<file path="src/rtl/dtrf_pkg.sv">
// Shared types and constants for the dithered tile rectangle fill block.
// No dependencies; used by the front end, the pass queue and the back end.
`default_nettype none
package dtrf_pkg;

	localparam int CELLS_W  = 40;
	localparam int ADDR_W   = 16;
	localparam int CALC_W   = 17;
	localparam int EDGE_W   = 12;
	localparam int COLOURS  = 16;

	localparam logic FUNC_LOAD = 1'b0;
	localparam logic FUNC_DRAW = 1'b1;

	localparam logic [1:0] CFG_LEFT_X       = 2'd0;
	localparam logic [1:0] CFG_RIGHT_END_X  = 2'd1;
	localparam logic [1:0] CFG_TOP_Y        = 2'd2;
	localparam logic [1:0] CFG_BOTTOM_END_Y = 2'd3;

	typedef struct packed {
		logic [ADDR_W-1:0]  addr;
		logic [7:0]         clip;
		logic [CELLS_W-1:0] trow;
		logic [COLOURS-1:0] present;
	} pass_job_t;

endpackage
`default_nettype wire

</file>
<file path="src/rtl/dtrf_front.sv">
// Front end: config registers, tile row store, rectangle and clip classification.
// Depends on dtrf_pkg; feeds dtrf_queue with one job per drawable byte.
`default_nettype none
module dtrf_front #(
	parameter int ROW_BYTES   = 80,
	parameter int SCREEN_ROWS = 480
) (
	input  wire logic                clk,
	input  wire logic                arst_n,
	input  wire logic                cfg_we,
	input  wire logic [1:0]          cfg_index,
	input  wire logic [9:0]          cfg_wdata,
	input  wire logic                in_valid,
	output logic                     in_ready,
	input  wire logic                func,
	input  wire logic [8:0]          row_y,
	input  wire logic [6:0]          byte_col,
	input  wire logic [dtrf_pkg::CELLS_W-1:0] cells,
	input  wire logic                q_full,
	output logic                     q_push,
	output dtrf_pkg::pass_job_t      q_job
);

	localparam int XMAX = ROW_BYTES * 8;
	localparam int EW   = dtrf_pkg::EDGE_W;
	localparam int CW   = dtrf_pkg::CALC_W;

	logic [9:0] left_q;
	logic [9:0] right_q;
	logic [8:0] top_q;
	logic [8:0] bottom_q;
	logic [dtrf_pkg::CELLS_W-1:0] tile_q [8];

	logic          accept;
	logic [EW-1:0] xr, xr_m1, yb;
	logic [7:0]    sb, eb, col8;
	logic          in_rect;
	logic [7:0]    clip;
	logic [CW-1:0] addr_full;
	logic [dtrf_pkg::CELLS_W-1:0] trow;
	logic [dtrf_pkg::COLOURS-1:0] present;

	always_ff @(posedge clk or negedge arst_n) begin
		if (!arst_n) begin
			left_q   <= 10'd0;
			right_q  <= 10'd640;
			top_q    <= 9'd0;
			bottom_q <= 9'd480;
		end else if (cfg_we) begin
			case (cfg_index)
				dtrf_pkg::CFG_LEFT_X:       left_q   <= cfg_wdata;
				dtrf_pkg::CFG_RIGHT_END_X:  right_q  <= cfg_wdata;
				dtrf_pkg::CFG_TOP_Y:        top_q    <= cfg_wdata[8:0];
				dtrf_pkg::CFG_BOTTOM_END_Y: bottom_q <= cfg_wdata[8:0];
				default: ;
			endcase
		end
	end

	assign in_ready = !q_full;
	assign accept   = in_valid && in_ready;

	always_ff @(posedge clk) begin
		if (accept && func == dtrf_pkg::FUNC_LOAD)
			tile_q[row_y[2:0]] <= cells;
	end

	always_comb begin
		xr    = (EW'(right_q) > EW'(XMAX)) ? EW'(XMAX) : EW'(right_q);
		yb    = (EW'(bottom_q) > EW'(SCREEN_ROWS)) ? EW'(SCREEN_ROWS) : EW'(bottom_q);
		xr_m1 = xr - EW'(1);
		sb    = {1'b0, left_q[9:3]};
		eb    = xr_m1[10:3];
		col8  = {1'b0, byte_col};
		in_rect = (EW'(left_q) < xr) && (EW'(top_q) < yb)
			&& (row_y >= top_q) && (EW'(row_y) < yb)
			&& (col8 >= sb) && (col8 <= eb);
		clip = 8'hFF;
		if (col8 == sb)
			clip = clip & (8'hFF >> left_q[2:0]);
		if (col8 == eb)
			clip = clip & (8'hFF << (3'd7 - xr_m1[2:0]));
		addr_full = CW'(row_y) * CW'(ROW_BYTES) + CW'(byte_col);
		trow = tile_q[row_y[2:0]];
		present = '0;
		for (int c = 0; c < dtrf_pkg::COLOURS; c++) begin
			for (int k = 0; k < 8; k++) begin
				if (trow[5*k +: 5] == 5'(c) && clip[7-k])
					present[c] = 1'b1;
			end
		end
	end

	assign q_push = accept && func == dtrf_pkg::FUNC_DRAW && in_rect && (present != '0);

	always_comb begin
		q_job.addr    = addr_full[dtrf_pkg::ADDR_W-1:0];
		q_job.clip    = clip;
		q_job.trow    = trow;
		q_job.present = present;
	end

endmodule
`default_nettype wire

</file>
<file path="src/rtl/dtrf_queue.sv">
// Two-entry job queue between the classifying front end and the pass walker.
// Depends on dtrf_pkg for the job type.
`default_nettype none
module dtrf_queue (
	input  wire logic           clk,
	input  wire logic           arst_n,
	input  wire logic           push,
	input  wire dtrf_pkg::pass_job_t push_job,
	output logic                full,
	input  wire logic           pop,
	output logic                valid,
	output dtrf_pkg::pass_job_t head
);

	dtrf_pkg::pass_job_t mem_q [2];
	logic       wr_ptr_q, rd_ptr_q;
	logic [1:0] count_q;

	assign full  = count_q == 2'd2;
	assign valid = count_q != 2'd0;
	assign head  = mem_q[rd_ptr_q];

	always_ff @(posedge clk) begin
		if (push)
			mem_q[wr_ptr_q] <= push_job;
	end

	always_ff @(posedge clk or negedge arst_n) begin
		if (!arst_n) begin
			wr_ptr_q <= 1'b0;
			rd_ptr_q <= 1'b0;
			count_q  <= 2'd0;
		end else begin
			if (push)
				wr_ptr_q <= !wr_ptr_q;
			if (pop && valid)
				rd_ptr_q <= !rd_ptr_q;
			case ({push, pop && valid})
				2'b10:   count_q <= count_q + 2'd1;
				2'b01:   count_q <= count_q - 2'd1;
				default: count_q <= count_q;
			endcase
		end
	end

	a_no_overflow: assert property (@(posedge clk) disable iff (!arst_n)
		push |-> !full) else $error("job pushed into full queue");
	a_count_bound: assert property (@(posedge clk) disable iff (!arst_n)
		count_q != 2'd3) else $error("queue count out of range");

endmodule
`default_nettype wire

</file>
<file path="src/rtl/dtrf_back.sv">
// Back end: walks a job's colours, one pass per cycle unless stalled, to the output register.
// Depends on dtrf_pkg; pops jobs from dtrf_queue.
`default_nettype none
module dtrf_back (
	input  wire logic           clk,
	input  wire logic           arst_n,
	input  wire logic           q_valid,
	input  wire dtrf_pkg::pass_job_t q_head,
	output logic                q_pop,
	output logic                m_tvalid,
	input  wire logic           m_tready,
	output logic [31:0]         m_tdata,
	output logic                m_tlast
);

	localparam int NC = dtrf_pkg::COLOURS;

	logic [dtrf_pkg::ADDR_W-1:0]  addr_q;
	logic [7:0]                   clip_q;
	logic [dtrf_pkg::CELLS_W-1:0] trow_q;
	logic [NC-1:0]                pend_q;

	logic          valid_q, last_q;
	logic [dtrf_pkg::ADDR_W-1:0] out_addr_q;
	logic [3:0]    out_colour_q;
	logic [7:0]    out_mask_q;

	logic          out_free, emit, last_c;
	logic [NC-1:0] low_hot, pend_rest;
	logic [3:0]    colour_c;
	logic [7:0]    mask_c;

	always_comb begin
		low_hot   = pend_q & (~pend_q + NC'(1));
		pend_rest = pend_q & ~low_hot;
		colour_c  = '0;
		for (int i = 0; i < NC; i++) begin
			if (low_hot[i])
				colour_c = colour_c | 4'(i);
		end
		for (int k = 0; k < 8; k++)
			mask_c[7-k] = (trow_q[5*k +: 5] == {1'b0, colour_c}) && clip_q[7-k];
		last_c   = pend_rest == '0;
		out_free = !valid_q || m_tready;
		emit     = out_free && (pend_q != '0);
		q_pop    = q_valid && ((pend_q == '0) || (emit && last_c));
	end

	always_ff @(posedge clk or negedge arst_n) begin
		if (!arst_n) begin
			pend_q  <= '0;
			valid_q <= 1'b0;
		end else begin
			if (q_pop)
				pend_q <= q_head.present;
			else if (emit)
				pend_q <= pend_rest;
			if (out_free)
				valid_q <= emit;
		end
	end

	always_ff @(posedge clk) begin
		if (q_pop) begin
			addr_q <= q_head.addr;
			clip_q <= q_head.clip;
			trow_q <= q_head.trow;
		end
		if (emit) begin
			out_addr_q   <= addr_q;
			out_colour_q <= colour_c;
			out_mask_q   <= mask_c;
			last_q       <= last_c;
		end
	end

	assign m_tvalid = valid_q;
	assign m_tdata  = {4'b0, out_mask_q, out_colour_q, out_addr_q};
	assign m_tlast  = last_q;

	a_mask_nonzero: assert property (@(posedge clk) disable iff (!arst_n)
		valid_q |-> out_mask_q != 8'd0) else $error("empty pass emitted");
	a_passes_follow: assert property (@(posedge clk) disable iff (!arst_n)
		(valid_q && m_tready && !last_q) |=> valid_q)
		else $error("gap inside a byte's passes");

endmodule
`default_nettype wire

</file>
<file path="src/rtl/dither_tile_rect_fill_passes_top.sv">
// Top level of the dithered tile rectangle fill; ties front end, job queue and back end.
// Depends on dtrf_pkg, dtrf_front, dtrf_queue and dtrf_back.
//
// A load transaction stores one 8-cell tile row. A draw transaction is classified on
// acceptance (rectangle test, clip masks, address, colours present) and, if anything
// is to be written, queued as one job; the back end then gives one pass per colour
// present (1 to 8 per queued job), one pass per cycle while m_tready does not stall it.
// Sustained rate is set by the back end's colour walker at one pass per cycle; the
// two-entry queue lets the input keep accepting one transaction a cycle while it has room.
`default_nettype none
module dither_tile_rect_fill_passes_top #(
	parameter int ROW_BYTES   = 80,
	parameter int SCREEN_ROWS = 480
) (
	input  wire logic        clk,
	input  wire logic        arst_n,
	input  wire logic        cfg_we,
	input  wire logic [1:0]  cfg_index,
	input  wire logic [9:0]  cfg_wdata,
	input  wire logic        s_tvalid,
	output logic             s_tready,
	input  wire logic [55:0] s_tdata,   // row_y[8:0], byte_col[15:9], cells[55:16]
	input  wire logic        s_tuser,   // func
	output logic             m_tvalid,
	input  wire logic        m_tready,
	output logic [31:0]      m_tdata,   // vram_address[15:0], colour[19:16], bit_mask[27:20]
	output logic             m_tlast    // last_pass
);

	logic                q_push, q_full, q_pop, q_valid;
	dtrf_pkg::pass_job_t push_job, head_job;

	dtrf_front #(
		.ROW_BYTES   (ROW_BYTES),
		.SCREEN_ROWS (SCREEN_ROWS)
	) u_front (
		.clk       (clk),
		.arst_n    (arst_n),
		.cfg_we    (cfg_we),
		.cfg_index (cfg_index),
		.cfg_wdata (cfg_wdata),
		.in_valid  (s_tvalid),
		.in_ready  (s_tready),
		.func      (s_tuser),
		.row_y     (s_tdata[8:0]),
		.byte_col  (s_tdata[15:9]),
		.cells     (s_tdata[55:16]),
		.q_full    (q_full),
		.q_push    (q_push),
		.q_job     (push_job)
	);

	dtrf_queue u_queue (
		.clk      (clk),
		.arst_n   (arst_n),
		.push     (q_push),
		.push_job (push_job),
		.full     (q_full),
		.pop      (q_pop),
		.valid    (q_valid),
		.head     (head_job)
	);

	dtrf_back u_back (
		.clk      (clk),
		.arst_n   (arst_n),
		.q_valid  (q_valid),
		.q_head   (head_job),
		.q_pop    (q_pop),
		.m_tvalid (m_tvalid),
		.m_tready (m_tready),
		.m_tdata  (m_tdata),
		.m_tlast  (m_tlast)
	);

endmodule
`default_nettype wire
</file>
<file path="config.mk">
export PLATFORM = sky130hd
export DESIGN_NAME = dither_tile_rect_fill_passes_top
export DESIGN_NICKNAME = d
export VERILOG_FILES = /design/src/rtl/dtrf_pkg.sv /design/src/rtl/dtrf_front.sv /design/src/rtl/dtrf_queue.sv /design/src/rtl/dtrf_back.sv /design/src/rtl/dither_tile_rect_fill_passes_top.sv
export SDC_FILE = /design/constraint.sdc
export NUM_CORES = 1
export LEC_CHECK = 0
export BUFFER_PORTS_ARGS = -buffer_cell sky130_fd_sc_hd__buf_2
export CAP_MARGIN = 20
export CORE_UTILIZATION = 25
export DETAILED_ROUTE_END_ITERATION = 16
export GPL_TIMING_DRIVEN = 0
export PLACE_DENSITY = 0.37
export SETUP_SLACK_MARGIN = 0.1
export SLEW_MARGIN = 25
export SYNTH_ARGS = -nofsm -noshare
export SYNTH_HDL_FRONTEND = slang
export SYNTH_SLANG_ARGS = --single-unit
export TNS_END_PERCENT = 20
</file>
<file path="constraint.sdc">
create_clock -name clk -period 11.1 [get_ports clk]
set_input_delay 3.33 -clock clk [delete_from_list [all_inputs] [get_ports clk]]
set_output_delay 3.33 -clock clk [all_outputs]
set_load 0.05 [all_outputs]
</file>
==> results by group <==
Clock network
  • Bufs on Longest Clock Path: 3
  • Clk sink count: 632
  • H-tree depth: 3
  • Root buf cell: clkbuf_16
  • Cts bufs inserted: between 70 and 80
  • CTS tree: yes
  • Hold-fix buffers at CTS: 0
  • CTS clk-pin slew, worst paths: 0.05 ns
  • Post-CTS Setup Bufs: 0
  • Clk_lat worst skew: 0.65 ns
  • CTS resizes: 0

STA
  • Fin. Hold Viols: 0
  • Clock skew: 0.0351 ns
  • Min cycle time layout: 9.51 ns
  • Maximum clock rate: 105 MHz
  • Worst slew margin: 27.6%
  • Tcrit/Tclk final: 85.7%
  • Slew Viols, Final: 0
  • Final setup vio count: 0
  • Worst-Margin Slew: 1.09 ns
  • RSZ-0062 raised after global routing: no

Synthesis
  • Mapped Avg Cell Area: between 15 and 20 um2
  • Fraction of registers with async set/reset: 9.34%
  • Top cells by area, synth: edfxtp_1, mux2_2, dfrtp_1
  • Mapped Area: 27600 um2
  • Synth area leader: edfxtp_1
  • Synth unique cells: 86
  • Synth warn: 0
  • Most common library cells after synthesis: edfxtp_1, mux2_2, nand2_1
  • Synth top area share: 62.2%
  • Commonest register cell after synthesis: edfxtp_1
  • Most frequent cell after synthesis: edfxtp_1
  • Post-synth EDFFs: 573
  • Fraction of the yosys area taken by sequential cells: 67.6%
  • Yosys reg bits: 632
  • Mapped Cells: between 1500 and 2000

Layout
  • Area Growth Syn to Fin: 20.8%
  • Filler instances: 10974
  • Final std cell area, no fill: 33400 um2
  • Fin nets: 2192
  • Ratio of cells with drive above 1 in the final layout: 24.5%
  • Multi-input logic area: ~8500 um2
  • Register area: 18700 um2

Detailed routing
  • DRT Wirelength: between 80000 and 90000 um
  • Routed len/inst: ~24 um
  • Total vias in the final route: about 17000
  • Vias/cell: 4.61
  • Drt initial violations: 1147
  • Drt pass-1 iters: 5
  • Drt drc: 0
  • Post-route ant nets: 0

Global route
  • All-Layer GR Usage: 15.4%
  • Initial antenna violation count: 10
  • First-pass GRT wire length: approximately 120000 um
  • Gr ovfl total: 0
  • Largest net degree at the start of global routing: 40
  • Vias in the first global route: 17013

Worst setup path
  • Critical path class: primary input to register
  • Slowest-stage cell, CP: o311ai_1
  • Crit-path cells: buf_2 -> buf_2 -> clkbuf_1 -> clkbuf_1 -> buf_1 -> a21oi_1 -> a211oi_2 -> nand4_1 -> o311ai_1 -> nor4_1 -> a31oi_1 -> nor2b_4 -> buf_12 -> buf_12 -> buf_16
  • Critical Path Start Type: primary input
  • Critical path peak fanout: 21
  • CP Data Arrival Time: 9.85 ns
  • Worst Path Buf+Inv: 8
  • Critical Path RT: 11.43 ns
  • Endpoint class of the critical path: register
  • Critical Path Max Stage Delay: approximately 0.90 ns
  • CP delay by family, top: buffers and inverters

Min path
  • Hold WC Path Type: register to register

Job
  • Max-Cap Viols: 0

Outcome
  • Status: completed

Placed design
  • PortBufs: 104
  • Area post-placement: 30900 um2
  • GPL Wtd Cong: ~0.83
  • Post-DP HPWL: 63500 um

Floorplanning
  • Core footprint: 109000 um2
  • Initial Utilization: around 25%
  • Die width: around 330 um
  • I/O pin count: 109
  • Die footprint: 112000 um2
  • Die height: 335 um
  • Row cnt: 121

Pwr
  • Power Density: 205 nW/um2
  • Peak supply drop: 0.119 mV
  • Leakage: ~0.012 uW
  • Tot Pwr: 6860 uW
[through the flow]
step	hold slack (ns)	worst slack, ns	instances	setup TNS [ns]	util (%)
global placement	0.405	-5.81	3377	-1122.63	27.5
global route	0.423	1.21	3583	0	30.5
floorplan	0.400	0.875	1797	0	-
finish	0.418	1.59	3584	0	30.5
detailed placement	0.405	0.776	3442	0	28.3
CTS	0.418	1.41	3582	0	30.5
[flip-flops by register name, indices dropped and copies added (netlist names), 10 cells and up]
register,count
u_queue.mem_q,160
u_front.right_q,10
u_back.out_addr_q,16
u_back.trow_q,40
u_back.pend_q,16
u_front.left_q,10
u_front.tile_q,320
u_back.addr_q,16
[report_power, final]
group | total [uW] | switching (uW) | internal (uW) | leakage (uW)
Sequential | 2970 | 104 | 2870 | 0.00595
Combinational | 1460 | 938 | 520 | 0.00455
Clock | 2430 | 998 | 1430 | 0.00119
Total | 6860 | 2040 | 4820 | 0.0117
[worst paths after layout]
path	slack, ns	from	end	depth (start not counted)
worst max-delay path	1.59	s_tdata[1]	u_queue.mem_q[0][23]$_DFFE_PP_	15
worst min-delay path	0.42	u_back.addr_q[5]$_DFFE_PP_	u_back.out_addr_q[5]$_DFFE_PP_	0
worst max register to register	4.12	u_front.right_q[8]$_DFFE_PN0P_	u_queue.mem_q[0][23]$_DFFE_PP_	22
worst min register to register	0.42	u_back.addr_q[5]$_DFFE_PP_	u_back.out_addr_q[5]$_DFFE_PP_	0
max in group asynchronous	7.93	arst_n	u_front.right_q[7]$_DFFE_PN1P_	2
min in group asynchronous	2.58	arst_n	u_back.m_tvalid$_DFFE_PN0P_	1
[per-layer routing]
layer	global-route usage [%]	wire length (um)	vias up
li1	-	-	7567
met1	20.5	39500	8419
met2	25.4	40700	384
met3	3.01	3530	150
met4	4.59	2200	14
met5	0	84	-
[layout make-up]
class	count	area share (%)
Antenna cell	1	0.00749
Buffer	69	0.955
Clock buffer	105	6.40
Clock inverter	35	0.940
Inverter	66	0.749
Multi-Input combinational cell	1030	25.5
Sequential cell	632	56.0
Tap cell	1476	5.53
Timing Repair Buffer	170	3.94
[cell families after synthesis]
| family | synth area share, % |
|---|---|
| other cells | 0.0136 |
| fa+ha+maj | 3.42 |
| flops | 67.6 |
| compound gates | 7.22 |
| mux | 10.1 |
| xor+xnor | 1.83 |
| buf+inv | 2.02 |
| simple gates | 7.82 |
[placed cells by master (no fill, tap or decap), types with 24 or more instances in the layout]
cell type | synthesis | final
mux2i_1 | 54 | 54
a21oi_1 | 28 | 28
mux2_2 | 125 | 125
xnor2_1 | 31 | 31
ha_1 | 69 | 69
buf_2 | 18 | 134
clkbuf_1 | 28 | 49
nor3_1 | 40 | 36
o22ai_1 | 24 | 24
xor2_1 | 25 | 25
dfrtp_1 | 53 | 53
mux4_2 | 37 | 37
nor2_1 | 72 | 68
clkbuf_16 | 0 | 81
inv_1 | 63 | 62
nand3_1 | 33 | 33
o21ai_0 | 50 | 50
edfxtp_1 | 573 | 573
nand2_1 | 75 | 75
buf_4 | 4 | 35
Power figures use the tool's default switching activity.
